==> src/sv/tmd_pkg.sv <==
`default_nettype none
// ----------------------------------------------------------------------------
// tmd_pkg
// Types, event codes and the auxiliary-walk decision shared by the deframer.
// ----------------------------------------------------------------------------
package tmd_pkg;

   localparam int MaxEvents = 4;
   localparam int OffW = 21;

   localparam logic [2:0] EV_HDR  = 3'd0;
   localparam logic [2:0] EV_PHDR = 3'd1;
   localparam logic [2:0] EV_AUX  = 3'd2;
   localparam logic [2:0] EV_SEL  = 3'd3;
   localparam logic [2:0] EV_ERR  = 3'd4;
   localparam logic [2:0] EV_END  = 3'd5;

   localparam logic [1:0] ERR_SMALL    = 2'd0;
   localparam logic [1:0] ERR_MISMATCH = 2'd1;
   localparam logic [1:0] ERR_UNKNOWN  = 2'd2;

   localparam logic [31:0] AUX_OBJ = 32'd2;
   localparam logic [31:0] AUX_I32 = 32'd3;
   localparam logic [31:0] AUX_I64 = 32'd4;

   typedef struct packed {
      logic [2:0]      kind;
      logic [OffW-1:0] offset;
      logic [OffW-1:0] length;
      logic [1:0]      err;
      logic            ok;
   } tmd_event_type;

   typedef tmd_event_type [MaxEvents-1:0] tmd_list_type;

   typedef struct packed {
      logic         load;
      logic [2:0]   count;
      tmd_list_type events;
   } tmd_push_type;

   typedef struct packed {
      logic [1:0]          count;
      tmd_event_type [2:0] events;
      logic                done;
   } tmd_aux_type;

   function automatic tmd_event_type mk_ev(logic [2:0] kind, logic [OffW-1:0] off,
                                           logic [OffW-1:0] len, logic [1:0] err,
                                           logic ok);
      tmd_event_type e;
      e.kind = kind;
      e.offset = off;
      e.length = len;
      e.err = err;
      e.ok = ok;
      return e;
   endfunction

   // Decision taken each time the auxiliary cursor moves to a new item start.
   function automatic tmd_aux_type aux_next(logic [OffW-1:0] cur, logic [OffW-1:0] alen,
                                            logic [OffW-1:0] ovl, logic [OffW-1:0] total);
      tmd_aux_type r;
      logic [OffW+1:0] sum_end;
      r = '0;
      sum_end = {2'b00, ovl} + (OffW+2)'(48);
      if (cur > alen) begin
         r.count = 2'd2;
         r.events[0] = mk_ev(EV_ERR, '0, '0, ERR_UNKNOWN, 1'b0);
         r.events[1] = mk_ev(EV_END, '0, '0, ERR_SMALL, 1'b0);
         r.done = 1'b1;
      end else if (cur < alen) begin
         if ({1'b0, alen} < {1'b0, cur} + (OffW+1)'(12)) begin
            r.count = 2'd3;
            r.events[0] = mk_ev(EV_ERR, '0, '0, ERR_SMALL, 1'b0);
            r.events[1] = mk_ev(EV_ERR, '0, '0, ERR_UNKNOWN, 1'b0);
            r.events[2] = mk_ev(EV_END, '0, '0, ERR_SMALL, 1'b0);
            r.done = 1'b1;
         end
      end else if (ovl < alen) begin
         r.count = 2'd2;
         r.events[0] = mk_ev(EV_ERR, '0, '0, ERR_MISMATCH, 1'b0);
         r.events[1] = mk_ev(EV_END, '0, '0, ERR_SMALL, 1'b0);
         r.done = 1'b1;
      end else begin
         r.events[0] = mk_ev(EV_SEL, alen + OffW'(48), ovl - alen, ERR_SMALL, 1'b0);
         r.done = 1'b1;
         if (sum_end != {2'b00, total}) begin
            r.count = 2'd3;
            r.events[1] = mk_ev(EV_ERR, '0, '0, ERR_MISMATCH, 1'b0);
            r.events[2] = mk_ev(EV_END, '0, '0, ERR_SMALL, 1'b0);
         end else begin
            r.count = 2'd2;
            r.events[1] = mk_ev(EV_END, '0, '0, ERR_SMALL, 1'b1);
         end
      end
      return r;
   endfunction

endpackage
`default_nettype wire

==> src/sv/tmd_evq.sv <==
`default_nettype none
// ----------------------------------------------------------------------------
// tmd_evq
// Result buffer that holds the events of one byte and hands them out in order.
// ----------------------------------------------------------------------------
module tmd_evq (
   input  wire logic                  clock,
   input  wire logic                  reset,
   input  wire tmd_pkg::tmd_push_type push,
   output logic                       room,
   output logic                       rsp_tvalid,
   input  wire logic                  rsp_tready,
   output logic [47:0]                rsp_tdata,  // offset, length, error, ok
   output logic [2:0]                 rsp_tuser,  // kind
   output logic                       rsp_tlast
);
   import tmd_pkg::*;

   tmd_list_type  list_ff;
   logic [2:0]    cnt_ff;
   logic [2:0]    idx_ff;
   tmd_event_type cur;
   logic          is_last;

   assign cur = list_ff[idx_ff[1:0]];
   assign rsp_tvalid = idx_ff != cnt_ff;
   assign is_last = idx_ff + 3'd1 == cnt_ff;
   assign rsp_tlast = is_last;
   assign rsp_tdata = {3'b000, cur.ok, cur.err, cur.length, cur.offset};
   assign rsp_tuser = cur.kind;
   assign room = !rsp_tvalid || (rsp_tready && is_last);

   always_ff @(posedge clock) begin
      if (reset) begin
         cnt_ff <= '0;
         idx_ff <= '0;
      end else if (push.load) begin
         cnt_ff <= push.count;
         idx_ff <= '0;
         list_ff <= push.events;
      end else if (rsp_tvalid && rsp_tready) begin
         idx_ff <= idx_ff + 3'd1;
      end
   end
endmodule
`default_nettype wire

==> src/sv/tagged_message_deframer_core.sv <==
`default_nettype none
// ----------------------------------------------------------------------------
// tagged_message_deframer_core
// Byte-serial deframer that reports the sections of a tagged message.
// ----------------------------------------------------------------------------
// Channel  Direction  Contents
// req      in         tdata: data_byte, message_length; tuser: starts_message
// rsp      out        tdata: offset, length, error, ok; tuser: event kind; tlast
//
// A request is parsed in the cycle it is accepted and its events land in a
// four-entry buffer. One event leaves per cycle while rsp_tready is high; a
// request that causes at most one event keeps the rate at one byte per cycle.
// Reset is synchronous and clears the parser and the buffer.
// req_tready is high while the buffer is empty or its last event leaves in the
// same cycle, so a stall on rsp holds req_tready low while any event waits.
module tagged_message_deframer_core #(
   parameter int MAX_MESSAGE_BYTES = 1048576
) (
   input  wire logic        clock,
   input  wire logic        reset,
   input  wire logic        req_tvalid,
   output logic             req_tready,
   input  wire logic [31:0] req_tdata,  // data_byte, message_length
   input  wire logic        req_tuser,  // starts_message
   output logic             rsp_tvalid,
   input  wire logic        rsp_tready,
   output logic [47:0]      rsp_tdata,  // section_offset, section_length,
                                        // error_kind, parse_ok
   output logic [2:0]       rsp_tuser,  // event_kind
   output logic             rsp_tlast   // last_of_run
);
   import tmd_pkg::*;

   typedef enum logic [2:0] {
      PH_IDLE, PH_HDR, PH_PHDR, PH_AUXTYPE, PH_AUXLEN, PH_DONE
   } phase_type;

   localparam logic [24:0] MaxBytes = 25'(MAX_MESSAGE_BYTES);

   phase_type       phase_ff, phase_in;
   logic [OffW-1:0] off_ff, off_in, total_ff, total_in;
   logic [63:0]     shift_ff, shift_in;
   logic [31:0]     plen_ff, plen_in;
   logic [31:0]     alen_ff, alen_in;
   logic [OffW-1:0] ovl_ff, ovl_in, cur_ff, cur_in;

   logic            accept;
   logic            room;
   tmd_push_type    push;
   tmd_list_type    list;
   logic [2:0]      n;
   logic [OffW-1:0] ml, pos, room_len;
   logic [31:0]     v;
   logic [33:0]     item_end;
   tmd_aux_type     ax;
   logic            walk;
   logic [OffW-1:0] walk_cur;

   assign accept = req_tvalid && req_tready;
   assign req_tready = room;

   always_comb begin
      phase_in = phase_ff;
      off_in = off_ff;
      total_in = total_ff;
      shift_in = shift_ff;
      plen_in = plen_ff;
      alen_in = alen_ff;
      ovl_in = ovl_ff;
      cur_in = cur_ff;
      list = '0;
      n = '0;
      walk = 1'b0;
      walk_cur = '0;
      ml = req_tdata[28:8];
      pos = '0;
      v = '0;
      item_end = '0;
      room_len = '0;
      if ({4'd0, ml} > MaxBytes) begin
         ml = MaxBytes[OffW-1:0];
      end
      if (req_tuser) begin
         total_in = ml;
         off_in = '0;
         shift_in = '0;
         plen_in = '0;
         alen_in = '0;
         ovl_in = '0;
         cur_in = '0;
         phase_in = PH_HDR;
         if (ml < OffW'(32)) begin
            list[0] = mk_ev(EV_ERR, '0, '0, ERR_SMALL, 1'b0);
            list[1] = mk_ev(EV_END, '0, '0, ERR_SMALL, 1'b0);
            n = 3'd2;
            phase_in = PH_DONE;
         end
      end
      if (n == 3'd0 && phase_in != PH_IDLE && phase_in != PH_DONE) begin
         if (off_in >= total_in) begin
            phase_in = PH_DONE;
         end else begin
            shift_in = {req_tdata[7:0], shift_in[63:8]};
            pos = off_in;
            off_in = off_in + OffW'(1);
            v = shift_in[63:32];
            room_len = total_in - OffW'(48);
            case (phase_in)
               PH_HDR: begin
                  if (pos == OffW'(15)) plen_in = v;
                  if (pos == OffW'(31)) begin
                     list[0] = mk_ev(EV_HDR, '0, OffW'(32), ERR_SMALL, 1'b0);
                     n = 3'd1;
                     if ({12'd0, total_in} < {1'b0, plen_in} + 33'd32
                         || total_in < OffW'(48)) begin
                        list[1] = mk_ev(EV_ERR, '0, '0, ERR_MISMATCH, 1'b0);
                        list[2] = mk_ev(EV_END, '0, '0, ERR_SMALL, 1'b0);
                        n = 3'd3;
                        phase_in = PH_DONE;
                     end else begin
                        phase_in = PH_PHDR;
                     end
                  end
               end
               PH_PHDR: begin
                  if (pos == OffW'(39)) alen_in = v;
                  if (pos == OffW'(47)) begin
                     list[0] = mk_ev(EV_PHDR, OffW'(32), OffW'(16), ERR_SMALL, 1'b0);
                     n = 3'd1;
                     if (shift_in > {43'd0, room_len}
                         || alen_in > {11'd0, room_len}) begin
                        list[1] = mk_ev(EV_ERR, '0, '0, ERR_SMALL, 1'b0);
                        list[2] = mk_ev(EV_END, '0, '0, ERR_SMALL, 1'b0);
                        n = 3'd3;
                        phase_in = PH_DONE;
                     end else begin
                        ovl_in = shift_in[OffW-1:0];
                        walk = 1'b1;
                        walk_cur = OffW'(16);
                     end
                  end
               end
               PH_AUXTYPE: begin
                  if ({1'b0, pos} == {1'b0, cur_ff} + (OffW+1)'(55)) begin
                     if (v == AUX_I32) begin
                        list[0] = mk_ev(EV_AUX, cur_ff + OffW'(48), OffW'(12),
                                        ERR_SMALL, 1'b0);
                        n = 3'd1;
                        walk = 1'b1;
                        walk_cur = cur_ff + OffW'(12);
                     end else if (v == AUX_I64) begin
                        if ({1'b0, alen_ff[OffW-1:0]} < {1'b0, cur_ff} + (OffW+1)'(16))
                        begin
                           list[0] = mk_ev(EV_ERR, '0, '0, ERR_SMALL, 1'b0);
                           list[1] = mk_ev(EV_ERR, '0, '0, ERR_UNKNOWN, 1'b0);
                           list[2] = mk_ev(EV_END, '0, '0, ERR_SMALL, 1'b0);
                           n = 3'd3;
                           phase_in = PH_DONE;
                        end else begin
                           list[0] = mk_ev(EV_AUX, cur_ff + OffW'(48), OffW'(16),
                                           ERR_SMALL, 1'b0);
                           n = 3'd1;
                           walk = 1'b1;
                           walk_cur = cur_ff + OffW'(16);
                        end
                     end else if (v == AUX_OBJ) begin
                        phase_in = PH_AUXLEN;
                     end else begin
                        list[0] = mk_ev(EV_ERR, '0, '0, ERR_UNKNOWN, 1'b0);
                        list[1] = mk_ev(EV_ERR, '0, '0, ERR_UNKNOWN, 1'b0);
                        list[2] = mk_ev(EV_END, '0, '0, ERR_SMALL, 1'b0);
                        n = 3'd3;
                        phase_in = PH_DONE;
                     end
                  end
               end
               PH_AUXLEN: begin
                  if ({1'b0, pos} == {1'b0, cur_ff} + (OffW+1)'(59)) begin
                     item_end = {13'd0, cur_ff} + 34'd12 + {2'd0, v};
                     if ({2'd0, alen_ff} < item_end) begin
                        list[0] = mk_ev(EV_ERR, '0, '0, ERR_SMALL, 1'b0);
                        list[1] = mk_ev(EV_ERR, '0, '0, ERR_UNKNOWN, 1'b0);
                        list[2] = mk_ev(EV_END, '0, '0, ERR_SMALL, 1'b0);
                        n = 3'd3;
                        phase_in = PH_DONE;
                     end else begin
                        list[0] = mk_ev(EV_AUX, cur_ff + OffW'(48),
                                        v[OffW-1:0] + OffW'(12), ERR_SMALL, 1'b0);
                        n = 3'd1;
                        walk = 1'b1;
                        walk_cur = item_end[OffW-1:0];
                     end
                  end
               end
               default: phase_in = PH_DONE;
            endcase
         end
      end
      ax = aux_next(walk_cur, alen_in[OffW-1:0], ovl_in, total_in);
      if (walk) begin
         cur_in = walk_cur;
         list[1] = ax.events[0];
         list[2] = ax.events[1];
         list[3] = ax.events[2];
         n = 3'd1 + {1'b0, ax.count};
         phase_in = ax.done ? PH_DONE : PH_AUXTYPE;
      end
   end

   always_comb begin
      push.load = accept;
      push.count = n;
      push.events = list;
   end

   always_ff @(posedge clock) begin
      if (reset) begin
         phase_ff <= PH_IDLE;
         off_ff <= '0;
         total_ff <= '0;
         shift_ff <= '0;
         plen_ff <= '0;
         alen_ff <= '0;
         ovl_ff <= '0;
         cur_ff <= '0;
      end else if (accept) begin
         phase_ff <= phase_in;
         off_ff <= off_in;
         total_ff <= total_in;
         shift_ff <= shift_in;
         plen_ff <= plen_in;
         alen_ff <= alen_in;
         ovl_ff <= ovl_in;
         cur_ff <= cur_in;
      end
   end

   tmd_evq u_evq (
      .clock      (clock),
      .reset      (reset),
      .push       (push),
      .room       (room),
      .rsp_tvalid (rsp_tvalid),
      .rsp_tready (rsp_tready),
      .rsp_tdata  (rsp_tdata),
      .rsp_tuser  (rsp_tuser),
      .rsp_tlast  (rsp_tlast)
   );

   a_end_last: assert property (@(posedge clock) disable iff (reset)
      rsp_tvalid && rsp_tuser == EV_END |-> rsp_tlast)
      else $error("end event is not the last of its run");
   a_err_not_last: assert property (@(posedge clock) disable iff (reset)
      rsp_tvalid && rsp_tuser == EV_ERR |-> !rsp_tlast)
      else $error("error event closes a run");
   a_accept_room: assert property (@(posedge clock) disable iff (reset)
      accept |-> !rsp_tvalid || (rsp_tready && rsp_tlast))
      else $error("request taken while events are still buffered");

endmodule
`default_nettype wire

==> config.mk <==
export PLATFORM = sky130hd
export DESIGN_NAME = tagged_message_deframer_core
export DESIGN_NICKNAME = d
export VERILOG_FILES = /design/src/sv/tmd_pkg.sv /design/src/sv/tmd_evq.sv /design/src/sv/tagged_message_deframer_core.sv
export SDC_FILE = /design/constraint.sdc
export NUM_CORES = 2
export LEC_CHECK = 0
export ABC_AREA = 1
export CAP_MARGIN = 30
export CORE_AREA = 2 2 221 332
export DETAILED_ROUTE_END_ITERATION = 10
export DIE_AREA = 0 0 223 334
export DONT_BUFFER_PORTS = 1
export GPL_TIMING_DRIVEN = 0
export PLACE_DENSITY = 0.51
export SYNTH_ARGS = -nofsm -noshare
export SYNTH_HDL_FRONTEND = slang
export SYNTH_SLANG_ARGS = --single-unit
==> constraint.sdc <==
create_clock -name clock -period 10.05 [get_ports clock]
set_input_delay 1.005 -clock clock [delete_from_list [all_inputs] [get_ports clock]]
set_output_delay 1.005 -clock clock [all_outputs]
set_load 0.01 [all_outputs]
==> results by group <==
Detailed routing
  – First DRT Iteration DRCs: between 2k and 2.5k
  – Routed vias/inst: approximately 5.6
  – DR WL/cell: approximately 25 um
  – Routed via count: 29.3k
  – # DRC: 0
  – Post-detailed-route count of antenna-violating nets: 0
  – TritonRoute pass-1 iters: 6
  – WL final: around 130 mm

STA
  – Max transition margin: 0.257
  – RSZ-0062 raised after global routing: false
  – Final setup viols: 0
  – Setup ws final: ~530 ps
  – Fin crit share: 0.947
  – Slew Limit Fails: 0
  – Fin Clk Skew: 27.3 ps
  – Min Tclk post-route: between 9000 and 10000 ps
  – Fmax: 105 MHz
  – Final Hold Fails: 0
  – Worst slew pin tran: 1110 ps

Place
  – Dpl ws: -5070 ps
  – Placed cell count: 5109
  – HPWL Detailed: 108 mm
  – # port buffers: 0
  – Routability cong.: 0.985

Critical path
  – Crit-path max cell delay: approximately 290 ps
  – Delay-heaviest family, CP: compound AO/OA/AOI/OAI gates
  – Worst r2r src: off_ff[12]
  – Crit path buffers/inverters: 17
  – Cell with the largest stage delay on the worst path: ha_1
  – WP data required: around 11000 ps
  – Worst Setup Start Kind: input port
  – Critical Path Start: req_tuser
  – Crit path DAT: about 10000 ps
  – Crit Path Max Fanout: 19
  – Crit path capture type: register
  – CP Class: input port to register

Floorplanning
  – Core box area: 71900 sq um
  – Die Ht: ~330 um
  – I/O Pins: between 90 and 100
  – Die area: 74500 sq um
  – Row cnt: ~120
  – Initial core utilization: 0.384
  – Die Span X: ~220 um

Logic synthesis
  – Mux cell area share after synthesis: 0
  – Primary FF master, synth: dfxtp_1
  – FF+latch count, synth: 312
  – Adder and majority cell fraction of the synthesized area: 0.114
  – Fraction of registers with async set/reset: 0
  – Compound-Gate Fraction of Synth Area: 0.170
  – Number of synthesized flops with an enable pin: 99
  – Cell variety after synth: 69
  – Synth warnings: 0
  – Main combinational cell family by area after synthesis: simple AND/OR/NAND/NOR gates
  – Avg Inst Size Synth: around 6.7 sq um
  – Post-Synthesis Cells: 4152
  – Synth Area in Simple Gates: 0.281
  – Sequential element share of the synthesized area: 0.262
  – Synth Area in XOR/XNOR: 0.0636
  – Syn Std Cell Area: around 28000 sq um

Clock tree
  – CTS Root Cell: clkbuf_16
  – Hold_buf cts: 0
  – CTS H-tree depth: 2
  – Worst-path clk slew: about 60 ps
  – CTS tree: built
  – Clock Latency Late Sink: 630 ps
  – CTS sink count: ~310
  – Clk buf depth: 3
  – Inserted Clock Buffers: 38

Job
  – Max cap viols: 0

Layout
  – Final Net Count: around 4.6k
  – Most frequent cells in the layout: nor2_1 (652), nand2_1 (645), inv_1 (580)
  – Ant diodes: 0
  – Non-Filler Instances: between 5k and 6k
  – Area Overhead vs Synth: 13.8%
  – Commonest non-fill, non-tap cell in the layout: nor2_1
  – Share of cells above drive strength 1: 0.0973

Hold path
  – Worst Hold Class: input port to register
  – Hold wc startpoint: reset

Power and ir drop
  – Max VDD drop: 113 uV
  – Leakage: ~13 nW
  – Power, Total: approximately 0.0036 W
  – PwrDens: around 120 nW/um^2

Global routing
  – Total track usage: 0.346
  – Vias in the first global route: between 20k and 30k
  – Largest net degree at the start of global routing: 39
  – Initial antenna violation count: 1
  – Remaining global-route overflow: 0
  – First-pass GRT wire length: roughly 190 mm

Run status
  – Outcome: finished, final reports clean
[registers in the layout, summed over array words and instances, names as in the netlist]
name / flops
u_evq.list_ff: 99
ovl_ff: 21
plen_ff: 32
off_ff: 21
shift_ff: 56
phase_ff: 3
total_ff: 21
cur_ff: 21
u_evq.idx_ff: 3
alen_ff: 32
u_evq.cnt_ff: 3
[through the flow]
step           cell area, sq um  hold WS (ps)   util  setup TNS [ps]
2_1_floorplan             27700           426      -               0
3_3_place_gp              28800           442  0.401         -367650
3_5_place_dp              29200           446  0.406         -366150
4_1_cts                   31100           423  0.433               0
5_1_grt                   31500           430  0.437               0
6_report                  31500           440  0.437               0
[cells by family (layout without fill, tap and decap cells)]
family	count (synthesis)	count (layout)
simple gates	1793	1793
buf+inv	772	912
flops	312	312
xor+xnor	199	199
fa+ha+maj	250	250
other cells	1	3
compound gates	825	825
[power by group]
part / switching [W] / internal [W]
Clock: 0.000662 / 0.000862
Combinational: 0.000525 / 0.000228
Sequential: 0.0000163 / 0.00135
[synth_stat cells, types with 56 or more instances]
cell type | number | area share
a21oi_1 | 188 | 0.034
clkbuf_1 | 113 | 0.015
dfxtp_1 | 213 | 0.15
edfxtp_1 | 99 | 0.11
ha_1 | 248 | 0.11
inv_1 | 585 | 0.079
nand2_1 | 659 | 0.089
nand3_1 | 203 | 0.037
nand4_1 | 59 | 0.013
nor2_1 | 668 | 0.091
nor3_1 | 56 | 0.010
o21ai_0 | 314 | 0.057
o22ai_1 | 163 | 0.037
xor2_1 | 154 | 0.049
[cell type report]
cell class,count,area (sq um)
clock buffer,56,1090
clock inverter,14,221
sequential,312,7240
tap,922,1150
timing repair buffer,75,681
fill,7806,40500
multi-input combinational,3070,17900
inverter,611,2300
buffer,156,862
[worst paths after layout]
path / endpoint / slack, ps / depth (start not counted)
worst max-delay path: u_evq.cnt_ff[1] / 530 / 63
worst min-delay path: cur_ff[0] / 440 / 1
worst max register to register: u_evq.cnt_ff[1] / 1080 / 59
worst min register to register: total_ff[9] / 460 / 2
[metal layers]
| layer | track usage | share of wire | routed length (um) | vias to the layer above |
|---|---|---|---|---|
| met5 | 0 | 0.000076 | 10 | - |
| met4 | 0.295 | 0.10 | 13300 | 2 |
| met3 | 0.0476 | 0.054 | 7160 | 407 |
| met2 | 0.603 | 0.48 | 63000 | 1086 |
| met1 | 0.368 | 0.36 | 48000 | 13847 |
| li1 | - | - | - | 13984 |
[repair_timing]
action	CTS	global route
hold endpoints to repair	0	0
setup buffers	22	20
gates resized for setup	125	65
pin swaps	19	50
setup endpoints to repair	124	56
Power figures use the tool's default switching activity.
